===== src/hw/rtl/sfr_pkg.sv =====
// shared types and constants for the subfont record parser
// no dependencies; compiled first
package sfr_pkg;

	// line status codes as seen on the result channel
	typedef enum logic [2:0] {
		ST_PROGRESS  = 3'd0,
		ST_ACCEPTED  = 3'd1,
		ST_MALFORMED = 3'd2,
		ST_RANGE     = 3'd3,
		ST_OVERFLOW  = 3'd4,
		ST_TAKEN     = 3'd5
	} status_t;

	// token parser phases, the second number of a range is a separate flag
	typedef enum logic [2:0] {
		PH_BETWEEN = 3'd0,
		PH_SIGN    = 3'd1,
		PH_ZERO    = 3'd2,
		PH_X       = 3'd3,
		PH_NUM     = 3'd4,
		PH_UNDER   = 3'd5,
		PH_SKIP    = 3'd6
	} phase_t;

	typedef enum logic [1:0] {
		BASE_DEC = 2'd0,
		BASE_OCT = 2'd1,
		BASE_HEX = 2'd2
	} base_t;

	// work handed from the front end to the table engine
	typedef enum logic [2:0] {
		OP_NONE   = 3'd0,
		OP_WRITE  = 3'd1,
		OP_SETPOS = 3'd2,
		OP_FAIL   = 3'd3,
		OP_LOOKUP = 3'd4
	} op_kind_t;

	typedef struct packed {
		op_kind_t    kind;
		logic        new_line;
		logic        line_done;
		status_t     err;
		logic [15:0] lo;
		logic [15:0] hi;
	} op_t;

	typedef enum logic [1:0] {
		BK_IDLE = 2'd0,
		BK_FILL = 2'd1,
		BK_LOOK = 2'd2
	} bk_state_t;

	localparam int QUEUE_DEPTH = 4;
	localparam int QUEUE_AW    = 2;

	localparam logic [16:0] ACC_SAT = 17'h1FFFF;

endpackage


===== src/hw/rtl/sfr_queue.sv =====
// small first-in first-out queue of table operations
// depends on sfr_pkg
module sfr_queue
	import sfr_pkg::*;
(
	input  logic clk,
	input  logic arst_n,
	input  logic push,
	input  op_t  push_op,
	output logic full,
	input  logic pop,
	output logic q_valid,
	output op_t  pop_op
);

	op_t                 slot_q [QUEUE_DEPTH];
	logic [QUEUE_AW-1:0] wr_ptr_q;
	logic [QUEUE_AW-1:0] rd_ptr_q;
	logic [QUEUE_AW:0]   count_q;

	assign full    = (count_q == (QUEUE_AW + 1)'(QUEUE_DEPTH));
	assign q_valid = (count_q != '0);
	assign pop_op  = slot_q[rd_ptr_q];

	always_ff @(posedge clk) begin
		if (push) begin
			slot_q[wr_ptr_q] <= push_op;
		end
	end

	always_ff @(posedge clk or negedge arst_n) begin
		if (!arst_n) begin
			wr_ptr_q <= '0;
			rd_ptr_q <= '0;
			count_q  <= '0;
		end else begin
			if (push) begin
				wr_ptr_q <= wr_ptr_q + 1'b1;
			end
			if (pop) begin
				rd_ptr_q <= rd_ptr_q + 1'b1;
			end
			if (push && !pop) begin
				count_q <= count_q + 1'b1;
			end else if (pop && !push) begin
				count_q <= count_q - 1'b1;
			end
		end
	end

endmodule


===== config.mk =====
export PLATFORM = sky130hd
export DESIGN_NAME = sfr_queue
export DESIGN_NICKNAME = d
export VERILOG_FILES = /design/src/hw/rtl/sfr_pkg.sv /design/src/hw/rtl/sfr_queue.sv
export SDC_FILE = /design/constraint.sdc
export NUM_CORES = 1
export LEC_CHECK = 0
export ABC_CLOCK_PERIOD_IN_PS = 2029
export BUFFER_PORTS_ARGS = -buffer_cell sky130_fd_sc_hd__buf_2
export CELL_PAD_IN_SITES_DETAIL_PLACEMENT = 0
export CELL_PAD_IN_SITES_GLOBAL_PLACEMENT = 1
export CORE_UTILIZATION = 47
export CTS_BUF_LIST = sky130_fd_sc_hd__clkbuf_8
export CTS_CLUSTER_SIZE = 30
export DETAILED_ROUTE_END_ITERATION = 7
export GPL_TIMING_DRIVEN = 0
export PLACE_DENSITY_LB_ADDON = 0.08
export SKIP_LAST_GASP = 1
export SLEW_MARGIN = 10
export SYNTH_ARGS = -nofsm -noshare
export SYNTH_HDL_FRONTEND = slang
export SYNTH_SLANG_ARGS = --single-unit

===== constraint.sdc =====
create_clock -name clk -period 2.03 [get_ports clk]
set_input_delay 0.5075 -clock clk [delete_from_list [all_inputs] [get_ports clk]]
set_output_delay 0.5075 -clock clk [all_outputs]
set_load 0.05 [all_outputs]

# After elaboration in Yosys (flattened, before gate mapping)

Memories as Yosys holds them, arrays and structs flattened.
Index checks and enable logic that the tools add are counted.

Flip-flop bits (word level): 7
RAM bits: 160
Input port bits: 44
Output and inout port bits: 42
Logic and storage cells: 19
Memories: 1

Memories:

| name   | words | bits a word | read ports | clocked after Yosys merged registers in | write ports | line            | RTL |
|---|---|---|---|---|---|---|---|
| slot_q | 4     | 40          | 1          | 0                                       | 1           | sfr_queue.sv:16 | `op_t slot_q [QUEUE_DEPTH];` |

Add/subtract/negate cells: 4
Equality and inequality tests: 1
Multiplexer cells: 4
Reduce and logical (&&, ||, !) cells: 6

Operator list:

| operator                                          | count |
|---|---|
| 2-to-1 mux 3 bit                                  | 2 |
| adder 2 x 1 -> 2 bit (second input constant)      | 2 |
| adder 3 x 1 -> 3 bit (second input constant)      | 1 |
| equality test 3 bit (second input constant)       | 1 |
| nonzero test 3 bit                                | 1 |
| subtractor 3 x 1 -> 3 bit (second input constant) | 1 |
| logical AND 1 bit                                 | 2 |
| zero test 1 bit                                   | 2 |
| 2-to-1 mux 1 bit                                  | 2 |
| nonzero test 2 bit                                | 1 |

# Logic depth before layout (Yosys ltp)

Depth in word-level cells: 4
Depth in mapped cells: 7

# Worst setup path before layout

No wires, ideal clock.

Kind: reg-to-output
Start point: register count_q[0]
End point: output port full
Data arrival time: 1.594 ns
Required time: 1.522 ns
Slack: -0.072 ns
Cell stages (with the launch flop): 2
Buffers on the path: 0
Path through: dfrtp_1 -> nor3b_1

Word-level cells in the longest chain between the ends: 1

Ends and longest elaborated chain:

| element                | line            | RTL |
|---|---|---|
| from (decl)            | sfr_queue.sv:19 | `logic [QUEUE_AW:0] count_q;` |
| from (signal assigned) | sfr_queue.sv:44 | `count_q <= count_q + 1'b1;` |
| from (signal assigned) | sfr_queue.sv:46 | `count_q <= count_q - 1'b1;` |
| equality test 3 bit    | sfr_queue.sv:21 | `assign full = (count_q == (QUEUE_AW + 1)'(QUEUE_DEPTH));` |
| to (decl)              | sfr_queue.sv:10 | `output logic full,` |

Every way passes these cells.

==> results_dict.tcl <==
set metrics [dict create \
    status "finished with violations" \
    violations "setup timing" \
    final_cells 541 \
    start_util 0.487 \
    worst_pin_slew_ps 572 \
    timing.slew.headroom 0.619 \
    p_sw_frac 0.364 \
    cts_tree "yes" \
    drv_cap 0 \
    avgSynthCellArea_um2 25.5 \
    cts_made_buffers 17 \
    coreArea_mm2 0.0128 \
    antenna_found_initial 0 \
    grt_use_total 0.168 \
    synth-seq-cells 167 \
    fin_crit_ps 2360 \
    drive_gt1_frac 0.469 \
    ant_nets 0 \
    finalCritPeriodShare 1.16 \
    yosysSeqAreaShare 0.801 \
    syn-cell-area_mm2 0.00622 \
    power.leakage_nw 2.71 \
    dpl_cell_area_mm2 0.00695 \
    ir_drop_mv 0.871 \
    timing.rr.end "slot_q[1][34]" \
    crit_fanout 5 \
    cpPeakStageDelay_ps 510 \
    criticalPathCategory "flip-flop to output port" \
    first_pass_iters 4 \
    portBuffers 85 \
    die_area_mm2 0.0137 \
    yosysWarnings 0 \
    layout_commonest_cell "edfxtp_1" \
    worstSetupEndpoint "pop_op[6]" \
    finalHoldViolCount 0 \
    synth_area_leader_cell "edfxtp_1" \
    ioPinCount 86 \
    startpoint_type "flip-flop" \
    power_frac_clock 0.170 \
    clock-sinks 167 \
    wl_per_cell_um 19.4 \
    grt_pass1_vias 2890 \
    grt_pass1_wl_mm 15.7 \
    reg2reg_from "wr_ptr_q[1]" \
    ctsLongestPathBuffers 2 \
    powerDensity_mw_per_mm2 1670 \
    rrSetupSlack_ps 310 \
    hold_ws_ps 278 \
    required_ps 1520 \
    fin_nets 409 \
    slowest_stage "mux4_2" \
    grt_overflow_total 0 \
    reg2reg_depth 4 \
    fin_skew_ps 6.39 \
    rows 41 \
    htreeDepth 4 \
    combPwrFrac 0.465 \
    drt_wl_total_mm 10.5 \
    synth_top_area_frac 0.772 \
    synth.top_cells.by_area "edfxtp_1, mux4_2, dfrtp_1, buf_12, ha_1" \
    seq_power_share 0.365 \
    clock_latency_ps 440 \
    hpwl_mm 6.20 \
    most-common-layout-cells "edfxtp_1, buf_2, mux4_2, buf_6, clkbuf_8" \
    p_switching_mw 4.70 \
    final.setup.worst_slack_ps -332 \
    synth.net_count 294 \
    drt_iter0_markers 246 \
    synth_cells 244 \
    die_w_um 117 \
    syn2layout_area_growth_pct 24.3 \
    clk_pin_slew_ps 70 \
    design_area_mm2 0.00773 \
    die_h_um 117 \
    drc 0 \
    grt_max_degree 30 \
    final.setup.tns_ps -12330 \
    num_vias 2786 \
    finalSetupViolCount 40 \
    finalPower_mw 12.9 \
    min-delay-path-class "input port to flip-flop" \
    dp_cells 505 \
    p_int_mw 8.22 \
    arrival_ps 1850 \
    drv_slew 0 \
    startpoint "rd_ptr_q[0]" \
    viasPerCell 5.15 \
    clock.fmax_ghz 0.423 \
    finalWeightedCongestion 0.658 \
    ctsRootBufferMaster "clkbuf_8" \
    antenna_cells 0 \
    path_cells "buf_12, clkbuf_16, mux4_2, buf_6" \
    end_kind "output port" \
    synth.distinct_cells 20 \
    rsz0062_at_grt "true" \
]
-- layer usage --
metal / GRT usage / wire, um
met1: 0.206 / 4370
met2: 0.275 / 5510
met3: 0.0479 / 404
met4: 0.0861 / 199
met5: 0 / 0
-- worst max-delay path, delay by kind of cell (launching register included) --
family / cells / cell delay, ps
muxes: 1 / 510
buffers and inverters: 3 / 470
DFF: 1 / 420
-- power groups by stage --
| stage | sequential [mW] | clock [mW] | combinational [mW] |
|---|---|---|---|
| after global routing | 4.78 | 2.38 | 6.32 |
| after CTS | 4.69 | 2.29 | 5.66 |
| final | 4.72 | 2.20 | 6.00 |
| after global placement | 4.78 | 0 | 4.85 |
| after detailed placement | 4.76 | 0 | 4.97 |
| after floorplan | 4.73 | 0 | 3.87 |
-- layout make-up --
cell class,count,area [um^2]
Multi-Input combinational cell,63,1110
Tap cell,172,215
Timing Repair Buffer,97,912
Clock inverter,12,124
Buffer,9,134
Fill cell,941,5040
Sequential cell,167,4980
Clock buffer,17,234
Inverter,4,15.0
-- worst min path at each step --
| stage | slack [ps] | from | cells past startpoint | to |
|---|---|---|---|---|
| floorplan | 210 | arst_n | 0 | count_q[0] |
| detailed placement | 350 | arst_n | 1 | count_q[0] |
| CTS | 240 | push_op[15] | 1 | slot_q[3][15] |
| global placement | 350 | arst_n | 1 | count_q[2] |
| global route | 250 | pop | 2 | rd_ptr_q[0] |
| finish | 280 | push_op[15] | 1 | slot_q[3][15] |
-- flip-flops by register name (all words and copies together), names as in the netlist --
register and count:
wr_ptr_q 2, slot_q 160, rd_ptr_q 2, count_q 3
-- kinds of logic after synthesis --
kind of cell	after synthesis	share of synthesized area
flip-flops	167	0.801
multiplexers	41	0.148
buffers and inverters	14	0.0209
AND/OR/NAND/NOR	9	0.00805
XOR/XNOR	6	0.00845
adder cells (fa/ha/maj)	6	0.0133
AO/OA/AOI/OAI	1	0.000804
-- cell usage after synthesis --
master    count
and2_1        4
buf_12        4
buf_2         4
buf_6         1
clkbuf_1      1
dfrtp_1       7
edfxtp_1    160
fa_1          1
ha_1          5
inv_1         4
mux2_2        1
mux4_1        2
mux4_2       38
nand2_1       2
nor2_1        1
nor3b_1       1
o21ai_0       1
or3_1         1
xnor2_1       2
xor2_1        4
-- repair_timing --
action / 4_1_cts / 5_1_grt
buffers inserted: 2 / 1
endpoints found under the hold margin: 7 / 0
resized for setup: 69 / 29
gates cloned: 1 / 3
hold buffers: 1 / 0
setup endpoints to repair: 41 / 40
-- per-stage QoR --
step / util / setup slack, ps
after floorplan: - / 45.2
after global placement: 0.537 / -891
after detailed placement: 0.544 / 53.9
after CTS: 0.590 / -393
after global routing: 0.605 / -408
final: 0.605 / -332
Power figures use the tool's default switching activity.
