`src/hw/rtl/sfr_pkg.sv`:
```
// shared types and constants for the subfont record parser
// no dependencies; compiled first
package sfr_pkg;

	// line status codes as seen on the result channel
	typedef enum logic [2:0] {
		ST_PROGRESS  = 3'd0,
		ST_ACCEPTED  = 3'd1,
		ST_MALFORMED = 3'd2,
		ST_RANGE     = 3'd3,
		ST_OVERFLOW  = 3'd4,
		ST_TAKEN     = 3'd5
	} status_t;

	// token parser phases, the second number of a range is a separate flag
	typedef enum logic [2:0] {
		PH_BETWEEN = 3'd0,
		PH_SIGN    = 3'd1,
		PH_ZERO    = 3'd2,
		PH_X       = 3'd3,
		PH_NUM     = 3'd4,
		PH_UNDER   = 3'd5,
		PH_SKIP    = 3'd6
	} phase_t;

	typedef enum logic [1:0] {
		BASE_DEC = 2'd0,
		BASE_OCT = 2'd1,
		BASE_HEX = 2'd2
	} base_t;

	// work handed from the front end to the table engine
	typedef enum logic [2:0] {
		OP_NONE   = 3'd0,
		OP_WRITE  = 3'd1,
		OP_SETPOS = 3'd2,
		OP_FAIL   = 3'd3,
		OP_LOOKUP = 3'd4
	} op_kind_t;

	typedef struct packed {
		op_kind_t    kind;
		logic        new_line;
		logic        line_done;
		status_t     err;
		logic [15:0] lo;
		logic [15:0] hi;
	} op_t;

	typedef enum logic [1:0] {
		BK_IDLE = 2'd0,
		BK_FILL = 2'd1,
		BK_LOOK = 2'd2
	} bk_state_t;

	localparam int QUEUE_DEPTH = 4;
	localparam int QUEUE_AW    = 2;

	localparam logic [16:0] ACC_SAT = 17'h1FFFF;

endpackage

```
`src/hw/rtl/sfr_ifs.sv`:
```
// valid/ready channel interfaces for the request and result sides
// standalone; used by the top level and its submodules
interface sfr_req_if;
	logic       valid;
	logic       ready;
	logic       cmd;
	logic [7:0] ch;
	logic [7:0] position;

	modport source(output valid, output cmd, output ch, output position, input ready);
	modport sink(input valid, input cmd, input ch, input position, output ready);
endinterface


```
`src/hw/rtl/sfr_front.sv`:
```
// front end: tokenizer and number reader, one request transfer per cycle while the op queue is not full
// depends on sfr_pkg and sfr_req_if
module sfr_front
	import sfr_pkg::*;
#(
	parameter int TABLE_ENTRIES = 256
) (
	input  logic      clk,
	input  logic      arst_n,
	sfr_req_if.sink   req,
	input  logic      q_full,
	output logic      push,
	output op_t       op
);

	localparam logic [16:0] POS_MAX = 17'(TABLE_ENTRIES - 1);

	localparam logic [7:0] CH_NUL   = 8'h00;
	localparam logic [7:0] CH_PLUS  = 8'h2B;
	localparam logic [7:0] CH_MINUS = 8'h2D;
	localparam logic [7:0] CH_ZERO  = 8'h30;
	localparam logic [7:0] CH_COLON = 8'h3A;
	localparam logic [7:0] CH_UNDER = 8'h5F;
	localparam logic [7:0] CH_X_LO  = 8'h78;
	localparam logic [7:0] CH_X_UP  = 8'h58;

	localparam logic [4:0] NO_DIGIT = 5'd16;

	function automatic logic is_space(input logic [7:0] c);
		return c inside {8'd32, [8'd9:8'd13]};
	endfunction

	function automatic logic [4:0] digit_of(input logic [7:0] c);
		logic [4:0] d;
		d = NO_DIGIT;
		if (c inside {[8'h30:8'h39]}) begin
			d = 5'(c - 8'h30);
		end else if (c inside {[8'h61:8'h66]}) begin
			d = 5'(c - 8'h57);
		end else if (c inside {[8'h41:8'h46]}) begin
			d = 5'(c - 8'h37);
		end
		return d;
	endfunction

	function automatic logic [4:0] radix_of(input base_t b);
		logic [4:0] r;
		case (b)
			BASE_HEX: r = 5'd16;
			BASE_OCT: r = 5'd8;
			default:  r = 5'd10;
		endcase
		return r;
	endfunction

	// first digit of a number: a negative nonzero value saturates at once
	function automatic logic [16:0] first_digit(input logic [4:0] d, input logic neg);
		return (neg && d != 5'd0) ? ACC_SAT : {12'b0, d};
	endfunction

	function automatic logic [16:0] add_digit(input logic [16:0] acc, input base_t b,
		input logic [4:0] d, input logic neg);
		logic [21:0] v;
		logic [16:0] r;
		case (b)
			BASE_HEX: v = {1'b0, acc, 4'b0};
			BASE_OCT: v = {2'b0, acc, 3'b0};
			default:  v = {2'b0, acc, 3'b0} + {4'b0, acc, 1'b0};
		endcase
		v = v + {17'b0, d};
		r = (v > {5'b0, ACC_SAT}) ? ACC_SAT : v[16:0];
		if (neg && r != 17'd0) begin
			r = ACC_SAT;
		end
		return r;
	endfunction

	phase_t      phase_q, phase_d;
	logic        second_q, second_d;
	logic [16:0] acc_q, acc_d;
	base_t       base_q, base_d;
	logic [15:0] first_q, first_d;
	logic        neg_q, neg_d;
	logic        open_q, open_d;

	// values as seen by this character, after the new-line reset
	phase_t      ph;
	logic        sec;
	logic [16:0] acc;
	base_t       base;
	logic [7:0]  c;
	logic [4:0]  d;
	logic        sep;
	logic        fail_en;
	status_t     fail_st;

	assign req.ready = !q_full;
	assign push      = req.valid && !q_full;

	always_comb begin
		ph      = open_q ? phase_q : PH_BETWEEN;
		sec     = open_q && second_q;
		acc     = open_q ? acc_q : 17'd0;
		base    = open_q ? base_q : BASE_DEC;
		c       = req.ch;
		d       = digit_of(c);
		sep     = (c == CH_NUL) || is_space(c);
		fail_en = 1'b0;
		fail_st = ST_PROGRESS;

		op           = '0;
		op.kind      = OP_NONE;
		op.err       = ST_PROGRESS;

		phase_d  = phase_q;
		second_d = second_q;
		acc_d    = acc_q;
		base_d   = base_q;
		first_d  = first_q;
		neg_d    = neg_q;
		open_d   = open_q;

		if (req.cmd) begin
			op.kind = OP_LOOKUP;
			op.lo   = {8'b0, req.position};
		end else begin
			op.new_line = !open_q;
			phase_d     = ph;
			second_d    = sec;
			acc_d       = acc;
			base_d      = base;
			first_d     = open_q ? first_q : 16'd0;
			neg_d       = open_q && neg_q;

			case (ph)
				PH_BETWEEN, PH_UNDER: begin
					if (is_space(c) || (c == CH_NUL && ph == PH_BETWEEN)) begin
						// separator, nothing to do
					end else if (c == CH_PLUS || c == CH_MINUS) begin
						neg_d    = (c == CH_MINUS);
						acc_d    = 17'd0;
						phase_d  = PH_SIGN;
						second_d = (ph == PH_UNDER);
					end else if (d < 5'd10) begin
						neg_d    = 1'b0;
						second_d = (ph == PH_UNDER);
						if (c == CH_ZERO) begin
							acc_d   = 17'd0;
							base_d  = BASE_OCT;
							phase_d = PH_ZERO;
						end else begin
							acc_d   = first_digit(d, 1'b0);
							base_d  = BASE_DEC;
							phase_d = PH_NUM;
						end
					end else begin
						fail_en = 1'b1;
						fail_st = ST_MALFORMED;
					end
				end
				PH_SIGN: begin
					if (d < 5'd10) begin
						if (c == CH_ZERO) begin
							acc_d   = 17'd0;
							base_d  = BASE_OCT;
							phase_d = PH_ZERO;
						end else begin
							acc_d   = first_digit(d, neg_q);
							base_d  = BASE_DEC;
							phase_d = PH_NUM;
						end
					end else begin
						fail_en = 1'b1;
						fail_st = ST_MALFORMED;
					end
				end
				PH_X: begin
					if (d < NO_DIGIT) begin
						acc_d   = first_digit(d, neg_q);
						phase_d = PH_NUM;
					end else begin
						fail_en = 1'b1;
						fail_st = ST_MALFORMED;
					end
				end
				PH_ZERO, PH_NUM: begin
					if (ph == PH_ZERO && (c == CH_X_LO || c == CH_X_UP)) begin
						base_d  = BASE_HEX;
						phase_d = PH_X;
					end else if (d < radix_of(base)) begin
						acc_d   = add_digit(acc, base, d, neg_q);
						phase_d = PH_NUM;
					end else if (sec) begin
						// end of the upper bound of a range
						if (acc[16]) begin
							fail_en = 1'b1;
							fail_st = ST_RANGE;
						end else if (!sep) begin
							fail_en = 1'b1;
							fail_st = ST_MALFORMED;
						end else if (acc[15:0] < first_q) begin
							fail_en = 1'b1;
							fail_st = ST_RANGE;
						end else begin
							op.kind  = OP_WRITE;
							op.lo    = first_q;
							op.hi    = acc[15:0];
							phase_d  = PH_BETWEEN;
							second_d = 1'b0;
						end
					end else if (sep) begin
						if (acc[16]) begin
							fail_en = 1'b1;
							fail_st = ST_RANGE;
						end else begin
							op.kind = OP_WRITE;
							op.lo   = acc[15:0];
							op.hi   = acc[15:0];
							phase_d = PH_BETWEEN;
						end
					end else if (c == CH_COLON) begin
						if (acc > POS_MAX) begin
							fail_en = 1'b1;
							fail_st = ST_RANGE;
						end else begin
							op.kind = OP_SETPOS;
							op.lo   = acc[15:0];
							phase_d = PH_BETWEEN;
						end
					end else if (c == CH_UNDER) begin
						if (acc[16]) begin
							fail_en = 1'b1;
							fail_st = ST_RANGE;
						end else begin
							first_d  = acc[15:0];
							phase_d  = PH_UNDER;
							second_d = 1'b0;
						end
					end else begin
						fail_en = 1'b1;
						fail_st = ST_MALFORMED;
					end
				end
				default: begin
					// skip to end of line
				end
			endcase

			if (fail_en) begin
				op.kind = OP_FAIL;
				op.err  = fail_st;
				phase_d = PH_SKIP;
			end

			if (c == CH_NUL) begin
				op.line_done = 1'b1;
				phase_d      = PH_BETWEEN;
				second_d     = 1'b0;
				open_d       = 1'b0;
			end else begin
				open_d = 1'b1;
			end
		end
	end

	always_ff @(posedge clk or negedge arst_n) begin
		if (!arst_n) begin
			phase_q  <= PH_BETWEEN;
			second_q <= 1'b0;
			acc_q    <= 17'd0;
			base_q   <= BASE_DEC;
			first_q  <= 16'd0;
			neg_q    <= 1'b0;
			open_q   <= 1'b0;
		end else if (push) begin
			phase_q  <= phase_d;
			second_q <= second_d;
			acc_q    <= acc_d;
			base_q   <= base_d;
			first_q  <= first_d;
			neg_q    <= neg_d;
			open_q   <= open_d;
		end
	end

endmodule

```
`src/flat_wrapper.sv`:
```
// flat-port wrapper written by rule: the top's interface ports become plain ports
module sfr_front_flat import sfr_pkg::*;
#(
	parameter int TABLE_ENTRIES = 256
)
  (clk, arst_n, q_full, push, op, req_valid, req_cmd, req_ch, req_position, req_ready);
  sfr_req_if req_i ();
  input  logic clk;
  input  logic arst_n;
  input  logic q_full;
  output logic push;
  output op_t op;
  input wire logic [$bits(req_i.valid)-1:0] req_valid;
  input wire logic [$bits(req_i.cmd)-1:0] req_cmd;
  input wire logic [$bits(req_i.ch)-1:0] req_ch;
  input wire logic [$bits(req_i.position)-1:0] req_position;
  output wire logic [$bits(req_i.ready)-1:0] req_ready;
  assign req_i.valid = req_valid;
  assign req_i.cmd = req_cmd;
  assign req_i.ch = req_ch;
  assign req_i.position = req_position;
  assign req_ready = req_i.ready;
  sfr_front #(.TABLE_ENTRIES(TABLE_ENTRIES)) u_core (.clk(clk), .arst_n(arst_n), .req(req_i), .q_full(q_full), .push(push), .op(op));
endmodule
```
`config.mk`:
```
export PLATFORM = sky130hd
export DESIGN_NAME = sfr_front_flat
export DESIGN_NICKNAME = d
export VERILOG_FILES = /design/src/hw/rtl/sfr_pkg.sv /design/src/hw/rtl/sfr_ifs.sv /design/src/hw/rtl/sfr_front.sv /design/src/flat_wrapper.sv
export SDC_FILE = /design/constraint.sdc
export NUM_CORES = 1
export LEC_CHECK = 0
export ABC_AREA = 0
export BUFFER_PORTS_ARGS = -buffer_cell sky130_fd_sc_hd__buf_2
export CORE_MARGIN = 8
export CORE_UTILIZATION = 50
export DETAILED_ROUTE_END_ITERATION = 16
export PLACE_DENSITY = 0.69
export SYNTH_ARGS = -nofsm -noshare
export SYNTH_HDL_FRONTEND = slang
export SYNTH_SLANG_ARGS = --single-unit
```
`constraint.sdc`:
```
create_clock -name clk -period 9.9 [get_ports clk]
set_clock_uncertainty 0.05 [all_clocks]
set_input_delay 0.495 -clock clk [delete_from_list [all_inputs] [get_ports clk]]
set_output_delay 0.495 -clock clk [all_outputs]
set_load 0.01 [all_outputs]
```
# --- After elaboration in Yosys (flattened, before gate mapping) ---
# Index checks and enable logic that the tools add are counted.
totals:
  ff_bits: 41
  inputBits: 21
  elab_cells: 206
classes:
  addsub: 5
  magnitude_cmp: 14
  n_eq_ne: 15
  n_mux: 139
  bitwise: 1
  reduce_logical: 25
op_table:
  columns: ["operator", "count"]
  rows:
  - ["32-bit 2-to-1 mux", 8]
  - ["16-bit 2-to-1 mux", 15]
  - ["17-bit 2-to-1 mux", 12]
  - ["3-bit 2-to-1 mux", 40]
  - ["22-bit 2-to-1 mux", 4]
  - ["17-bit case mux with 4 select lines", 1]
  - ["22-bit case mux with 2 select lines", 1]
  - ["8-bit by 6-bit == test with 1-bit output (second input constant)", 5]
  - ["5-bit 2-to-1 mux", 8]
  - ["1-bit 2-to-1 mux", 32]
  - ["8-bit by 7-bit == test with 1-bit output (second input constant)", 3]
  - ["2-bit 2-to-1 mux", 12]
  - ["3-bit case mux with 4 select lines", 2]
  - ["22-bit by 5-bit adder with 22-bit output", 1]
  - ["22-bit by 17-bit greater-than comparator with 1-bit output (second input constant)", 1]
  - ["20-bit by 18-bit adder with 21-bit output", 1]
  - ["17-bit by 8-bit greater-than comparator with 1-bit output (second input constant)", 1]
  - ["17-bit nonzero test", 1]
  - ["8-bit by 7-bit greater-or-equal comparator with 1-bit output (second input constant)", 2]
  - ["8-bit by 7-bit <= comparator with 1-bit output (second input constant)", 2]
  - ["16-bit less-than comparator", 1]
  - ["5-bit subtractor (second input constant)", 3]
  - ["1-bit logical AND", 11]
  - ["5-bit case mux with 2 select lines", 1]
  - ["other kinds (24)", 31]

# --- Depth between registers and ports, before layout ---
logic_depth:
  word_depth: 20
  depth_mapped: 28

# --- Least setup slack after synthesis ---
# OpenSTA, ideal clock, no wires.
synth_timing:
  path_kind: "register -> register"
  start: "register u_core.open_q"
  end: "register u_core.acc_q[8]"
  setup_ns: 0.135
  arrival_time_ns: 5.433
  t_required_ns: 9.715
  path_slack_ns: 4.283
  stages_incl_launch_ff: 25
  path_buffers: 10
  synth_period_minus_slack_ns: 5.617
  cell_sequence: "dfrtp_1 -> buf_2 -> buf_2 -> buf_2 -> buf_2 -> buf_1 -> buf_1 -> nand2_1 -> ha_1 -> clkbuf_1 -> clkbuf_1 -> clkbuf_1 -> o21ai_0 -> ha_1 -> a21oi_1 -> o21bai_1 -> nor2b_1 -> nand3_1 -> mux2i_1 -> o32a_1 -> nor4_1 -> a41oi_1 -> buf_2 -> a211oi_1 -> o31ai_1"
synth_via:
  elab_chain_len: 16
synth_rtl:
  columns: ["item", "line", "text"]
  rows:
  - ["from (decl)", "sfr_front.sv:84", "logic open_q, open_d;"]
  - ["from (signal assigned)", "sfr_front.sv:282", "open_q <= open_d;"]
  - ["17-bit 2-to-1 mux / 2-bit 2-to-1 mux (equally long branches)", "sfr_front.sv:103, sfr_front.sv:104", null]
  - ["20-bit by 18-bit adder with 21-bit output (tied with other cells)", "sfr_front.sv:68", "default: v = {2'b0, acc, 3'b0} + {4'b0, acc, 1'b0};"]
  - ["22-bit case mux with 2 select lines", "sfr_front.sv:65", "case (b)"]
  - ["22-bit 2-to-1 mux", "sfr_front.sv:190", "end else if (d < radix_of(base)) begin"]
  - ["22-bit 2-to-1 mux", "sfr_front.sv:187", "if (ph == PH_ZERO && (c == CH_X_LO || c == CH_X_UP)) begin"]
  - ["22-bit 2-to-1 mux", "sfr_front.sv:135", "case (ph)"]
  - ["22-bit 2-to-1 mux", "sfr_front.sv:123", "if (req.cmd) begin"]
  - ["22-bit by 5-bit adder with 22-bit output", "sfr_front.sv:70", "v = v + {17'b0, d};"]
  - ["22-bit by 17-bit greater-than comparator with 1-bit output", "sfr_front.sv:71", "r = (v > {5'b0, ACC_SAT}) ? ACC_SAT : v[16:0];"]
  - ["17-bit 2-to-1 mux", "sfr_front.sv:71", null]
  - ["17-bit nonzero test", "sfr_front.sv:72", "if (neg && r != 17'd0) begin"]
  - ["1-bit logical AND", "sfr_front.sv:72", null]
  - ["17-bit 2-to-1 mux", "sfr_front.sv:72", null]
  - ["17-bit 2-to-1 mux", "sfr_front.sv:190", null]
  - ["17-bit 2-to-1 mux", "sfr_front.sv:187", null]
  - ["17-bit case mux with 4 select lines *", "sfr_front.sv:135", null]
  - ["to (signal assigned)", "sfr_front.sv:270", "acc_q <= 17'd0;"]
  - ["to (signal assigned)", "sfr_front.sv:278", "acc_q <= acc_d;"]
  - ["to (decl)", "sfr_front.sv:80", "logic [16:0] acc_q, acc_d;"]
# Mark *: on every way between the ends. The rest lies on a longest branch, timed or not. The select of a mux whose other input is x is not followed.
# A chain may end at the register's enable or synchronous reset.

# --- Final worst setup path ---
layout_timing:
  start: "register u_core.open_q"
  end: "register u_core.acc_q[15]"
# Same word-level chain as after synthesis.

==> run summary <==
Antenna Nets Post-Route: 0
max_cap viols: 0
Post-synth top cells: nor2_1, nand2_1, a21oi_1, o21ai_0, inv_1
CTS tree: yes
first-pass GRT wire length: 34.7 mm
Syn-to-layout area delta: 5.89%
initial antenna violation count: 0
CTS Hold Bufs: 0
WP data required: 10040 ps
synth top area cells: dfrtp_1, nor2_1, a21oi_1
metal1 wirelength: 9.34 mm
Final Critical Period: 5710 ps
Mapped Area: 6270 um2
final setup TNS: 0 ps
largest net degree at the start of global routing: 63
Pwr Total: 1870 uW
Wirelength per Cell: 19.9 um
final max-slew violation count: 0
CP Class: register to register
Core Region: 12400 um2
Yosys reg bits: 41
syn nets: 951
crit share post-route: 57.7%
maximum VDD drop: 0.156 mV
ANT cells: 0
Rel. slew slack: 11.4%
CP Launch Type: register
clk_lat worst skew: 300 ps
WHS: 323 ps
width of the chip: 128 um
Overflow after GRT: 0
first drt pass iteration count: 5
Cells after Synth: 902
RSZ-0062 raised after global routing: false
IO Pins: 63
final WL: 21.6 mm
port buffer count: 61
Vias/cell: 6.52
number of synthesized flops with an enable pin: 0
crit-path max FO: 62
Final setup violation count: 0
cell accounting for the most synthesized area: dfrtp_1
power per standard cell area: 282 nW/um2
All-Layer GR Usage: 26.3%
Lkg Pwr: 0.00289 uW
worst r2r src: u_core.open_q$_DFFE_PN0P_
Post-synth ARST share: 100%
most frequent cell after synthesis: nor2_1
Critical Path Sink Type: register
Highest Clock Rate: 175 MHz
root buf cell: clkbuf_16
Worst Max-Slew Pin Slew: 1310 ps
die area: 16400 um2
Clock transition at path regs: 70 ps
top sig layer: met4
GP Congestion: 0.953
Fin. Hold Viols: 0
CTS Sinks: 41
WP data arrival: 5850 ps
Post-CTS Resized: 0
HPWL after DPL: 15.8 mm
row cnt: 41
final net count: 960
met3 wire length: 1.51 mm
Setup Buffers After CTS: 0
share of layout cells above drive strength 1: 12.2%
Yosys warnings: 0
detailed-routed wire length on met2: 9.80 mm
residual DRC count: 0
Initial Util: 50.5%
Seq/Total Area, Yosys: 16.4%
HP Class: input port to asynchronous set/reset pin
Synth Flop Type: dfrtp_1
syn avg cell area: 6.95 um2
Setup crit start: u_core.open_q$_DFFE_PN0P_
FF-to-FF path depth: 16
vias post-DR: 7064
Yosys top cell area share: 16.4%
synth unique cells: 92
vias in the first global route: 6574
H-tree Lvls: 2
Iteration-0 DRC Markers: 751
number of buffers created by CTS: 5
chip height: 128 um
status: completed
clock tree buffer depth: 2
final cells by class:
| cell class | count | area [um2] |
|---|---|---|
| repair buffers | 73 | 395 |
| clock inverters | 2 | 10.0 |
| multi-input cells | 743 | 4680 |
| well taps | 172 | 215 |
| clock buffers | 6 | 129 |
| flip-flops and latches | 41 | 1030 |
| fillers | 1287 | 5780 |
| inverters | 47 | 176 |
critical path, cell delays in order (launching register included):
cell and delay, ps:
dfrtp_2 340, buf_4 510, nand2_1 240, inv_1 240, ha_1 440, ha_1 290, maj3_1 240, a21oi_4 60
nor4_1 410, a2bb2oi_1 380, o211ai_2 240, nor4_4 410, nand2_1 110, xnor2_1 180, a41oi_1 1020, nor3_1 120
a211oi_1 300
state kept, by name (all words and copies together), names as in the netlist:
register and cells:
u_core.base_q 2, u_core.first_q 16, u_core.phase_q 3, u_core.acc_q 17, u_core.second_q 1, u_core.open_q 1
u_core.neg_q 1
final timing paths:
check                                          endpoint  slack (ps)
min in group clk           u_core.base_q[1]$_DFFE_PN0P_         440
max in group asynchronous     u_core.open_q$_DFFE_PN0P_        8780
setup reg to reg           u_core.acc_q[15]$_DFFE_PN0P_        4190
setup / recovery           u_core.acc_q[15]$_DFFE_PN0P_        4190
hold / removal              u_core.second_q$_DFFE_PN0P_         320
hold reg to reg            u_core.base_q[1]$_DFFE_PN0P_         440
report_power, final:
group	switching, uW	internal, uW	total, uW	leakage (uW)
registers	102	201	303	0.000492
clock network	75.9	93.0	169	0.0000706
logic	868	529	1400	0.00233
cells in the final DEF (no fill, tap or decap), types with 6 or more instances in the layout:
cell type and instances:
inv_1 45, and2_1 11, dfrtp_1 40, buf_4 12, nor4_1 14, nor3_1 23
o31ai_1 17, o21ai_0 65, a22oi_1 23, a211oi_1 11, nand3_1 22, or2_2 6
a21o_1 16, nand2_1 93, nand2b_1 17, ha_1 27, xnor2_1 14, nand4_1 9
xor2_1 10, a31oi_1 12, nor2b_1 12, a221oi_1 7, nor2_1 106, buf_2 61
a21oi_1 72, o211ai_1 6, or3_1 8, o22ai_1 17, a22o_1 9
metrics by stage:
step,instances,setup slack (ps),util [%],cell area [um2]
after floorplan,902,4280,-,6270
after global placement,1076,4600,52.3,6500
after detailed placement,1076,4420,52.3,6500
after CTS,1084,4400,53.5,6640
after global routing,1084,3790,53.5,6640
final,1084,4190,53.5,6640
cells by family (layout without fill, tap and decap cells):
family / Yosys count / after routing / synth area share, %
multiplexers: 5 / 5 / 0.878
AND/OR/NAND/NOR: 355 / 355 / 28.1
other: 1 / 1 / 0.0598
buffers and inverters: 118 / 128 / 8.90
XOR/XNOR: 26 / 26 / 3.87
adder cells (fa/ha/maj): 32 / 32 / 6.37
AO/OA/AOI/OAI: 324 / 324 / 35.4
flip-flops: 41 / 41 / 16.4
metal layers:
metal / GRT usage (%) / vias to the layer above
li1: - / 3337
met1: 34.7 / 3300
met2: 41.3 / 347
met3: 3.62 / 80
met4: 12.9 / 0
met5: 0 / -
No activity file was read; power rests on OpenSTA's default activity.
