[config.mk]
export PLATFORM = sky130hd
export DESIGN_NAME = sfr_back_flat
export DESIGN_NICKNAME = d
export VERILOG_FILES = /design/src/hw/rtl/sfr_pkg.sv /design/src/hw/rtl/sfr_ifs.sv /design/src/hw/rtl/sfr_back.sv /design/src/flat_wrapper.sv
export SDC_FILE = /design/constraint.sdc
export NUM_CORES = 2
export LEC_CHECK = 0
export ABC_AREA = 0
export CORE_ASPECT_RATIO = 0.8
export CORE_MARGIN = 3
export CORE_UTILIZATION = 50
export CTS_CLUSTER_SIZE = 12
export DETAILED_ROUTE_END_ITERATION = 8
export DONT_BUFFER_PORTS = 1
export GPL_ROUTABILITY_DRIVEN = 0
export PLACE_DENSITY = 0.75
export SETUP_SLACK_MARGIN = 0.2
export SYNTH_ARGS = -nofsm -noshare
export SYNTH_HDL_FRONTEND = slang
export SYNTH_SLANG_ARGS = --single-unit
[constraint.sdc]
create_clock -name clk -period 15.7 [get_ports clk]
set_input_delay 3.14 -clock clk [delete_from_list [all_inputs] [get_ports clk]]
set_output_delay 3.14 -clock clk [all_outputs]
set_load 0.01 [all_outputs]
[src/hw/rtl/sfr_pkg.sv]
// shared types and constants for the subfont record parser
// no dependencies; compiled first
package sfr_pkg;

	// line status codes as seen on the result channel
	typedef enum logic [2:0] {
		ST_PROGRESS  = 3'd0,
		ST_ACCEPTED  = 3'd1,
		ST_MALFORMED = 3'd2,
		ST_RANGE     = 3'd3,
		ST_OVERFLOW  = 3'd4,
		ST_TAKEN     = 3'd5
	} status_t;

	// token parser phases, the second number of a range is a separate flag
	typedef enum logic [2:0] {
		PH_BETWEEN = 3'd0,
		PH_SIGN    = 3'd1,
		PH_ZERO    = 3'd2,
		PH_X       = 3'd3,
		PH_NUM     = 3'd4,
		PH_UNDER   = 3'd5,
		PH_SKIP    = 3'd6
	} phase_t;

	typedef enum logic [1:0] {
		BASE_DEC = 2'd0,
		BASE_OCT = 2'd1,
		BASE_HEX = 2'd2
	} base_t;

	// work handed from the front end to the table engine
	typedef enum logic [2:0] {
		OP_NONE   = 3'd0,
		OP_WRITE  = 3'd1,
		OP_SETPOS = 3'd2,
		OP_FAIL   = 3'd3,
		OP_LOOKUP = 3'd4
	} op_kind_t;

	typedef struct packed {
		op_kind_t    kind;
		logic        new_line;
		logic        line_done;
		status_t     err;
		logic [15:0] lo;
		logic [15:0] hi;
	} op_t;

	typedef enum logic [1:0] {
		BK_IDLE = 2'd0,
		BK_FILL = 2'd1,
		BK_LOOK = 2'd2
	} bk_state_t;

	localparam int QUEUE_DEPTH = 4;
	localparam int QUEUE_AW    = 2;

	localparam logic [16:0] ACC_SAT = 17'h1FFFF;

endpackage

[src/hw/rtl/sfr_ifs.sv]


interface sfr_rsp_if;
	logic        valid;
	logic        ready;
	logic        line_done;
	logic [2:0]  status;
	logic        code_valid;
	logic [15:0] code;

	modport source(output valid, output line_done, output status, output code_valid,
		output code, input ready);
	modport sink(input valid, input line_done, input status, input code_valid,
		input code, output ready);
endinterface

[src/hw/rtl/sfr_back.sv]
// table engine: code memory, valid marks, write position, line status, result register
// depends on sfr_pkg and sfr_rsp_if
module sfr_back
	import sfr_pkg::*;
#(
	parameter int TABLE_ENTRIES = 256
) (
	input  logic      clk,
	input  logic      arst_n,
	input  logic      q_valid,
	input  op_t       op,
	output logic      pop,
	sfr_rsp_if.source rsp
);

	localparam int PW = $clog2(TABLE_ENTRIES);

	bk_state_t            state_q, state_d;
	status_t              status_q, status_d;
	logic [PW:0]          wp_q, wp_d;
	logic [TABLE_ENTRIES-1:0] valid_q;
	logic [15:0]          code_mem [TABLE_ENTRIES];
	logic [15:0]          cur_code_q;
	logic [15:0]          hi_q;
	logic                 done_pend_q;
	logic                 rd_valid_q;
	logic [15:0]          rd_code_q;

	logic                 out_valid_q;
	logic                 out_done_q;
	status_t              out_status_q;
	logic                 out_cvalid_q;
	logic [15:0]          out_code_q;

	logic                 slot_free;
	logic                 take;
	status_t              eff_status;
	logic [PW:0]          eff_wp;
	logic [17:0]          reach;
	logic                 live;
	logic                 overflow;
	logic                 start_fill;
	logic                 hit_taken;
	logic                 fill_end;
	logic                 mem_we;
	logic                 clear_marks;
	logic [PW-1:0]        rd_idx;
	logic                 rd_in_range;
	logic                 emit;
	logic                 emit_done;
	logic                 emit_cvalid;
	logic [15:0]          emit_code;

	assign rsp.valid      = out_valid_q;
	assign rsp.line_done  = out_done_q;
	assign rsp.status     = out_status_q;
	assign rsp.code_valid = out_cvalid_q;
	assign rsp.code       = out_code_q;

	always_comb begin : next_state
		state_d = state_q;
		case (state_q)
			BK_IDLE: begin
				if (take && op.kind == OP_LOOKUP) begin
					state_d = BK_LOOK;
				end else if (start_fill) begin
					state_d = BK_FILL;
				end
			end
			BK_FILL: begin
				if (fill_end) begin
					state_d = BK_IDLE;
				end
			end
			BK_LOOK: state_d = BK_IDLE;
			default: state_d = BK_IDLE;
		endcase
	end

	always_comb begin : outputs
		slot_free   = !out_valid_q || rsp.ready;
		take        = (state_q == BK_IDLE) && q_valid && slot_free;
		pop         = take;
		eff_status  = op.new_line ? ST_PROGRESS : status_q;
		eff_wp      = op.new_line ? '0 : wp_q;
		reach       = 18'(eff_wp) + ({2'b0, op.hi} - {2'b0, op.lo});
		overflow    = reach > 18'(TABLE_ENTRIES - 1);
		live        = (eff_status == ST_PROGRESS);
		start_fill  = take && op.kind == OP_WRITE && live && !overflow;
		hit_taken   = valid_q[wp_q[PW-1:0]];
		fill_end    = (state_q == BK_FILL) && (hit_taken || cur_code_q == hi_q);
		mem_we      = (state_q == BK_FILL) && !hit_taken;
		rd_idx      = op.lo[PW-1:0];
		rd_in_range = op.lo < 16'(TABLE_ENTRIES);

		clear_marks = 1'b0;
		status_d    = status_q;
		wp_d        = wp_q;
		emit        = 1'b0;
		emit_done   = 1'b0;
		emit_cvalid = 1'b0;
		emit_code   = 16'd0;

		case (state_q)
			BK_IDLE: begin
				if (take) begin
					clear_marks = op.new_line;
					status_d    = eff_status;
					wp_d        = eff_wp;
					case (op.kind)
						OP_SETPOS: begin
							if (live) begin
								wp_d = op.lo[PW:0];
							end
						end
						OP_FAIL: begin
							if (live) begin
								status_d = op.err;
							end
						end
						OP_WRITE: begin
							if (live && overflow) begin
								status_d = ST_OVERFLOW;
							end
						end
						default: begin
						end
					endcase
					emit      = (op.kind != OP_LOOKUP) && !start_fill;
					emit_done = op.line_done;
				end
			end
			BK_FILL: begin
				if (hit_taken) begin
					status_d = ST_TAKEN;
				end else begin
					wp_d = wp_q + 1'b1;
				end
				emit      = fill_end;
				emit_done = done_pend_q;
			end
			BK_LOOK: begin
				emit        = 1'b1;
				emit_cvalid = rd_valid_q;
				emit_code   = rd_valid_q ? rd_code_q : 16'd0;
			end
			default: begin
			end
		endcase

		// line end with no error seen
		if (emit && emit_done && status_d == ST_PROGRESS) begin
			status_d = ST_ACCEPTED;
		end
	end

	always_ff @(posedge clk) begin
		if (mem_we) begin
			code_mem[wp_q[PW-1:0]] <= cur_code_q;
		end
		if (take && op.kind == OP_LOOKUP) begin
			rd_code_q  <= code_mem[rd_idx];
			rd_valid_q <= rd_in_range && valid_q[rd_idx];
		end
		if (start_fill) begin
			cur_code_q  <= op.lo;
			hi_q        <= op.hi;
			done_pend_q <= op.line_done;
		end else if (mem_we) begin
			cur_code_q <= cur_code_q + 1'b1;
		end
		if (emit) begin
			out_done_q   <= emit_done;
			out_status_q <= status_d;
			out_cvalid_q <= emit_cvalid;
			out_code_q   <= emit_code;
		end
	end

	always_ff @(posedge clk or negedge arst_n) begin
		if (!arst_n) begin
			state_q     <= BK_IDLE;
			status_q    <= ST_PROGRESS;
			wp_q        <= '0;
			valid_q     <= '0;
			out_valid_q <= 1'b0;
		end else begin
			state_q  <= state_d;
			status_q <= status_d;
			wp_q     <= wp_d;
			if (clear_marks) begin
				valid_q <= '0;
			end else if (mem_we) begin
				valid_q[wp_q[PW-1:0]] <= 1'b1;
			end
			if (emit) begin
				out_valid_q <= 1'b1;
			end else if (rsp.ready) begin
				out_valid_q <= 1'b0;
			end
		end
	end

endmodule

[src/flat_wrapper.sv]
// flat-port wrapper written by rule: the top's interface ports become plain ports
module sfr_back_flat import sfr_pkg::*;
#(
	parameter int TABLE_ENTRIES = 256
)
  (clk, arst_n, q_valid, op, pop, rsp_valid, rsp_line_done, rsp_status, rsp_code_valid, rsp_code, rsp_ready);
  sfr_rsp_if rsp_i ();
  input  logic clk;
  input  logic arst_n;
  input  logic q_valid;
  input  op_t op;
  output logic pop;
  output wire logic [$bits(rsp_i.valid)-1:0] rsp_valid;
  output wire logic [$bits(rsp_i.line_done)-1:0] rsp_line_done;
  output wire logic [$bits(rsp_i.status)-1:0] rsp_status;
  output wire logic [$bits(rsp_i.code_valid)-1:0] rsp_code_valid;
  output wire logic [$bits(rsp_i.code)-1:0] rsp_code;
  input wire logic [$bits(rsp_i.ready)-1:0] rsp_ready;
  assign rsp_valid = rsp_i.valid;
  assign rsp_line_done = rsp_i.line_done;
  assign rsp_status = rsp_i.status;
  assign rsp_code_valid = rsp_i.code_valid;
  assign rsp_code = rsp_i.code;
  assign rsp_i.ready = rsp_ready;
  sfr_back #(.TABLE_ENTRIES(TABLE_ENTRIES)) u_core (.clk(clk), .arst_n(arst_n), .q_valid(q_valid), .op(op), .pop(pop), .rsp(rsp_i));
endmodule
# --- Yosys cells after proc, flatten, opt, wreduce, memory -nomap -nowiden ---
# Memories as Yosys holds them, arrays and structs flattened. A register that Yosys moved wholly into a read port is not among the register bits.
# Index checks and enable logic that the tools add are counted.
word_totals:
  regBits: 326
  ram_bits: 4096
  output_inout_bits: 23
  wordCells: 104
  n_memories: 1
classes:
  addsub: 4
  order_cmp: 5
  n_eq_ne: 12
  n_mux: 38
  bitwise_logic: 1
  reduce_logical: 30
memory_table:
  columns: ["memory", "depth", "word_bits", "read_ports", "rd_clocked_by_memory_dff", "write_ports", "line", "rtl"]
  rows:
  - ["u_core.code_mem", 256, 16, 1, 1, 1, "sfr_back.sv:22", "logic [15:0] code_mem [TABLE_ENTRIES];"]
op_table:
  columns: ["cell", "n"]
  rows:
  - ["256-bit two-way mux", 2]
  - ["256-bit bitwise OR", 1]
  - ["9-bit two-way mux", 5]
  - ["16-bit two-way mux", 2]
  - ["9-bit by 18-bit adder with 18-bit output", 1]
  - ["18-bit by 8-bit > comparator with 1-bit output, second input constant", 1]
  - ["8-bit by 9-bit < comparator with 1-bit output, second input constant", 2]
  - ["3-bit two-way mux", 6]
  - ["9-bit case mux with 2 select lines", 1]
  - ["16-bit by 16-bit subtractor with 17-bit output", 1]
  - ["16-bit by 1-bit adder with 16-bit output, second input constant", 1]
  - ["1-bit binary-select mux with 8-bit select", 2]
  - ["16-bit equality test", 1]
  - ["16-bit by 9-bit < comparator with 1-bit output, second input constant", 1]
  - ["1-bit logical AND", 14]
  - ["3-bit case mux with 2 select lines", 2]
  - ["1-bit two-way mux", 11]
  - ["9-bit by 1-bit adder with 9-bit output, second input constant", 1]
  - ["1-bit demux with 8-bit select", 1]
  - ["8-bit by 1-bit >= comparator with 1-bit output, second input constant", 1]
  - ["2-bit nonzero test", 4]
  - ["3-bit by 2-bit equality test with 1-bit output, second input constant", 2]
  - ["3-bit logical NOT", 2]
  - ["2-bit two-way mux", 3]
  - ["16 further kinds", 22]

# --- Longest topological paths before layout ---
depth:
  depth_word: 13
  mapped_depth: 23
  depth_no_buf: 20

# --- Worst setup path before layout ---
# No wires, ideal clock.
synth_path:
  kind: "input-to-reg"
  start: "input port op[20] (netlist name)"
  end: "register u_core.out_code_q[0], in the netlist u_core.rsp.code[0], enable pin"
  setup_ns: 0.342
  arrival_ns: 8.320
  required_time_ns: 15.358
  setup_slack_ns: 7.038
  path_stages: 22
  path_buffers: 3
  path_cell_list: "clkinv_1 > buf_2 > clkbuf_1 > clkbuf_1 > ha_1 > o211ai_1 > a21oi_2 > or2b_2 > and3_1 > nor2b_1 > xnor2_1 > ha_1 > nand3_1 > a211oi_1 > a311oi_1 > nand3b_1 > or3_1 > or4_4 > a32oi_2 > nand3_1 > a21oi_1 > inv_1"
synth_between:
  elab_chain_cells: 9
synth_rtl:
  columns: ["element", "line", "rtl"]
  rows:
  - ["from (decl)", "flat_wrapper.sv:11", "input op_t op;"]
  - ["16-bit by 16-bit subtractor with 17-bit output", "sfr_back.sv:86", "reach = 18'(eff_wp) + ({2'b0, op.hi} - {2'b0, op.lo});"]
  - ["9-bit by 18-bit adder with 18-bit output", "sfr_back.sv:86", null]
  - ["18-bit by 8-bit > comparator with 1-bit output", "sfr_back.sv:87", "overflow = reach > 18'(TABLE_ENTRIES - 1);"]
  - ["1-bit logical NOT", "sfr_back.sv:89", "start_fill = take && op.kind == OP_WRITE && live && !overflow;"]
  - ["1-bit logical AND", "sfr_back.sv:89", null]
  - ["1-bit logical NOT", "sfr_back.sv:129", "emit = (op.kind != OP_LOOKUP) && !start_fill;"]
  - ["1-bit logical AND", "sfr_back.sv:129", null]
  - ["1-bit two-way mux", "sfr_back.sv:106", "if (take) begin"]
  - ["1-bit case mux with 3 select lines", "sfr_back.sv:104", "case (state_q)"]
  - ["net u_core.emit", "sfr_back.sv:49", "logic emit;"]
  - ["to (signal assigned)", "sfr_back.sv:176", "out_code_q <= emit_code;"]
  - ["to (decl)", "sfr_back.sv:33", "logic [15:0] out_code_q;"]
# The timed path passes the listed nets, and every way through them passes these cells.
# A chain may end at the register's enable or synchronous reset.

# --- Worst setup path in the final report ---
layout_path:
  start: "input port op[20] (netlist name)"
  end: "register u_core.out_cvalid_q, in the netlist u_core.rsp.code_valid, enable pin"
layout_between:
  elab_chain_cells: 9
layout_rtl:
  columns: ["element", "line", "rtl"]
  rows:
  - ["16-bit by 16-bit subtractor with 17-bit output", "sfr_back.sv:86", null]
  - ["9-bit by 18-bit adder with 18-bit output", "sfr_back.sv:86", null]
  - ["18-bit by 8-bit > comparator with 1-bit output", "sfr_back.sv:87", null]
  - ["1-bit logical NOT", "sfr_back.sv:89", null]
  - ["1-bit logical AND", "sfr_back.sv:89", null]
  - ["1-bit logical NOT", "sfr_back.sv:129", null]
  - ["1-bit logical AND", "sfr_back.sv:129", null]
  - ["1-bit two-way mux", "sfr_back.sv:106", null]
  - ["1-bit case mux with 3 select lines", "sfr_back.sv:104", null]
  - ["net u_core.emit", "sfr_back.sv:49", null]
  - ["to (signal assigned)", "sfr_back.sv:175", "out_cvalid_q <= emit_cvalid;"]
  - ["to (decl)", "sfr_back.sv:32", "logic out_cvalid_q;"]
# The timed path passes the listed nets, and every way through them passes these cells.

==> results.cfg <==
[timing]
worstMarginPinSlew_ns = 1.557
fin_tns_setup_ns = 0
setup_repair_after_global_routing_missed_its_margin = no
hold_violations = 0
layout_worst_path_cycle_share_pct = 50.89
total_setup_violations_reported_at_the_end_of_the_flow = 0
drv_slew = 43
final.min_clock_period_ns = 7.990
skew_ns = 0.04398
slew_headroom_pct = -3.826
timing_limited_maximum_frequency_mhz = 125.2

[yosys]
synth.ff_latch_count = 4438
area_of_the_mapped_netlist_sq_mm = 0.1745
top_cell_type_s_share_of_synthesized_area_pct = 71.71
synthesis.yosys.warnings = 0
synth_largest_area_cell = edfxtp_1
synth-edff-count = 4167
postSynthAreaPerCell_sq_um = 23.43
ys.flop_type = edfxtp_1
synth-seq-area-share_pct = 75.60
post_synth_inst_count = 7447
netlist_cell_types = 79
async_reset_ff_share_pct = 6.106
yosys-top-cells-area = edfxtp_1, mux4_2, dfrtp_1
synth_fp_nets = 7524

[route]
drt-total-wl_mm = 453.7
route.detailed.wl_per_inst_um = 36.05
dr_total_vias = 85423
drc_errors = 2
drt.antenna.violating_nets = 0
drt_first_pass_iters = 8
vias_per_cell = 6.788
drtIter0Drc = 14660

[setup_path]
crit_fanout = 62
rr_worst_depth = 12
critPathLaunchType = input pin
critical_path.endpoint_type = flop
timing_worst_setup_path_type = input pin to flop
cp_data_required_time_ns = 16.16
timing.reg2reg.setup_slack_ns = 8.67
worst_r2r_start = u_core.wp_q[0]
timing.critical_path.arrival_ns = 8.45
regToRegEndpoint = u_core.code_mem[69][2]

[power_and_ir_drop]
total_leakage_power_nw = 60.64
powerDensity_mw_per_mm2 = 119.6
power.ir.vdd_worst_uv = 95.25

[finish]
syn_to_final_growth_pct = 10.69
final.fill_count = 24137
post-route-cell-area_sq_mm = 0.1931
finish.net_count = 7833
fraction_of_final_layout_cells_sized_beyond_drive_strength_1_pct = 30.02
instances_no_fill = 12585

[clock_tree]
cts.clk_slew.worst_paths_ns = 0.06
cts-buffers-inserted = 420
clkLatencyLatePin_ns = 0.93
tritoncts_clock_tree = built
clockRootBuffer = clkbuf_16
cts_num_sinks = 4438
cts_setup_buffers = 0
htree_levels = 5
clk_path_buf_depth = 4
post_cts.resized_instances = 0
cts.hold.buffers_added = 0

[outcome]
violations = design-rule violations, max-slew violations
run_status = finished, violations left

[global_route]
antenna_found_initial = 29
grt_overflow_total = 0
global_route_wire_length_before_repair_mm = 643.7
number_of_global_route_vias_before_repair = 84243
grtUsageTotal_pct = 25.36
grt_start_max_net_pins = 1093

[floorplan]
floorplan.initialDensity_pct = 50.36
fp-row-count = 193
floorplan.die.width_um = 666.5
die_area_sq_mm = 0.3562
coreArea_sq_mm = 0.3465
floorplan.die.height_um = 534.4
io_pins = 67

[place]
dp_hpwl_mm = 244.4
cell_area_after_placement_sq_mm = 0.1811
placed_cells_incl_taps = 11908
place.port_buffers = 0

[worst_hold_path]
whs_endpoint = u_core.valid_q[171]
hold_path_depth = 1
timing.hold.worst.start = u_core.valid_q[171]
worst_min_delay_path_category = flop to flop

[flow_run]
timing.max_cap.violations = 0
-- cells by family after synthesis --
logic type / after synthesis / share of synthesized area, %
simple gates: 535 / 1.571
mux: 1515 / 19.52
flops: 4438 / 75.60
compound gates: 426 / 1.760
buf+inv: 460 / 1.106
xor+xnor: 40 / 0.2008
fa+ha+maj: 33 / 0.2452
-- worst max-delay path: stages --
cell      delay (ns)
inv_8           0.56
ha_1            0.31
o211ai_1        0.13
a21oi_1         0.42
nor2_1          0.16
o21ai_0         0.24
xor2_1          0.19
ha_1            0.27
or2_2           0.31
a311oi_1        0.52
or3b_2          0.49
a211oi_1        0.19
or3_1           0.16
and2_1          0.17
nand3_1         0.23
a21oi_1         0.35
inv_1           0.58
-- power breakdown --
group	leakage, nW	internal [mW]	total (mW)	switching (mW)
clock network	5.68	5.02	9.19	4.17
logic	13.7	0.474	1.10	0.621
registers	41.2	12.8	12.8	0.0357
-- flip-flops by register name, summed over array words and instances (netlist names) --
signal / flops
u_core.done_pend_q: 1
u_core.valid_q: 256
u_core.cur_code_q: 16
u_core.state_q: 2
u_core.wp_q: 9
u_core.rsp.valid: 1
u_core.rd_valid_q: 1
u_core.rsp.code_valid: 1
u_core.hi_q: 16
u_core.status_q: 3
u_core.rsp.line_done: 1
u_core.code_mem: 4096
u_core.rsp.status: 3
u_core.rd_code_q: 16
u_core.rsp.code: 16
-- cells in the mapped netlist (3+ instances only) --
| cell type | count |
|---|---|
| nand3_1 | 25 |
| and2_1 | 26 |
| buf_2 | 53 |
| buf_1 | 101 |
| nand2_1 | 65 |
| a41oi_1 | 5 |
| buf_4 | 4 |
| nand2_2 | 8 |
| dfrtp_1 | 271 |
| o211ai_1 | 6 |
| nor2_1 | 260 |
| edfxtp_1 | 4167 |
| nand2_4 | 8 |
| a21oi_2 | 11 |
| a22oi_1 | 26 |
| xor2_1 | 23 |
| and3_1 | 12 |
| nor2_4 | 30 |
| nand2b_1 | 10 |
| a21o_1 | 3 |
| mux2_2 | 4 |
| ha_1 | 31 |
| and3_4 | 5 |
| inv_1 | 34 |
| nor4_1 | 10 |
| mux4_2 | 1510 |
| o21a_1 | 258 |
| nor3_2 | 3 |
| nor2b_1 | 12 |
| nand4_1 | 4 |
| xnor2_1 | 17 |
| o21ai_0 | 31 |
| a31oi_1 | 4 |
| nor2_2 | 23 |
| clkbuf_1 | 250 |
| a211oi_1 | 4 |
| o2111ai_1 | 3 |
| nand3b_1 | 3 |
| nor3_1 | 13 |
| or3_1 | 5 |
| o21ai_1 | 5 |
| buf_6 | 14 |
| o211a_1 | 3 |
| a21oi_1 | 42 |
-- how the worst max path moves through the flow --
stage	startpoint	end	slack, ns	depth (start not counted)
2_1_floorplan	op[20]	u_core.rsp.code[0]	7.04	22
3_3_place_gp	op[20]	u_core.rsp.code[13]	6.69	19
3_5_place_dp	op[16]	u_core.rd_code_q[8]	6.86	8
4_1_cts	op[16]	u_core.rd_code_q[8]	7.84	8
5_1_grt	op[20]	u_core.rsp.code[14]	7.31	18
6_report	op[20]	u_core.rsp.code_valid	7.71	17
-- layout by cell type (no fill, tap or decap), drive strengths merged, types with 10 or more instances in the layout --
master / count
edfxtp: 4167
mux4: 1510
clkbuf: 634
nor2: 313
buf: 310
dfrtp: 271
o21a: 258
nand2: 81
a21oi: 53
inv: 45
o21ai: 36
ha: 31
and2: 26
a22oi: 26
nand3: 25
xor2: 23
xnor2: 17
and3: 17
nor3: 16
clkinv: 14
diode: 12
nor2b: 12
nand2b: 10
nor4: 10
-- metrics by stage --
stage | utilization [%] | hold WS, ns | total power [mW] | setup slack [ns]
after floorplan | - | 0.4703 | 13.75 | 7.038
after global placement | 52.26 | 0.4839 | 14.04 | 6.688
after detailed placement | 52.26 | 0.4959 | 14.06 | 6.858
after CTS | 55.66 | 0.5094 | 23.09 | 7.837
after global routing | 55.73 | 0.5143 | 23.65 | 7.306
final | 55.74 | 0.5125 | 23.09 | 7.710
-- per-layer routing --
layer | share of wire, % | GRT usage (%) | routed length (um)
met1 | 37 | 36.78 | 166500
met2 | 45 | 36.86 | 205900
met3 | 14 | 8.100 | 64270
met5 | 0.033 | 0 | 151
met4 | 3.7 | 8.455 | 16910
-- layout make-up --
cell class / count / area (sq um) / area share, %
diodes: 12 / 30.03 / 0.01555
clock buffers: 634 / 11550 / 5.981
clock inverters: 23 / 250.2 / 0.1296
inverters: 37 / 148.9 / 0.07709
multi-input cells: 2549 / 40720 / 21.08
flip-flops and latches: 4438 / 131900 / 68.30
well taps: 4582 / 5733 / 2.968
repair buffers: 310 / 2788 / 1.443
No activity file was read; power rests on OpenSTA's default activity.
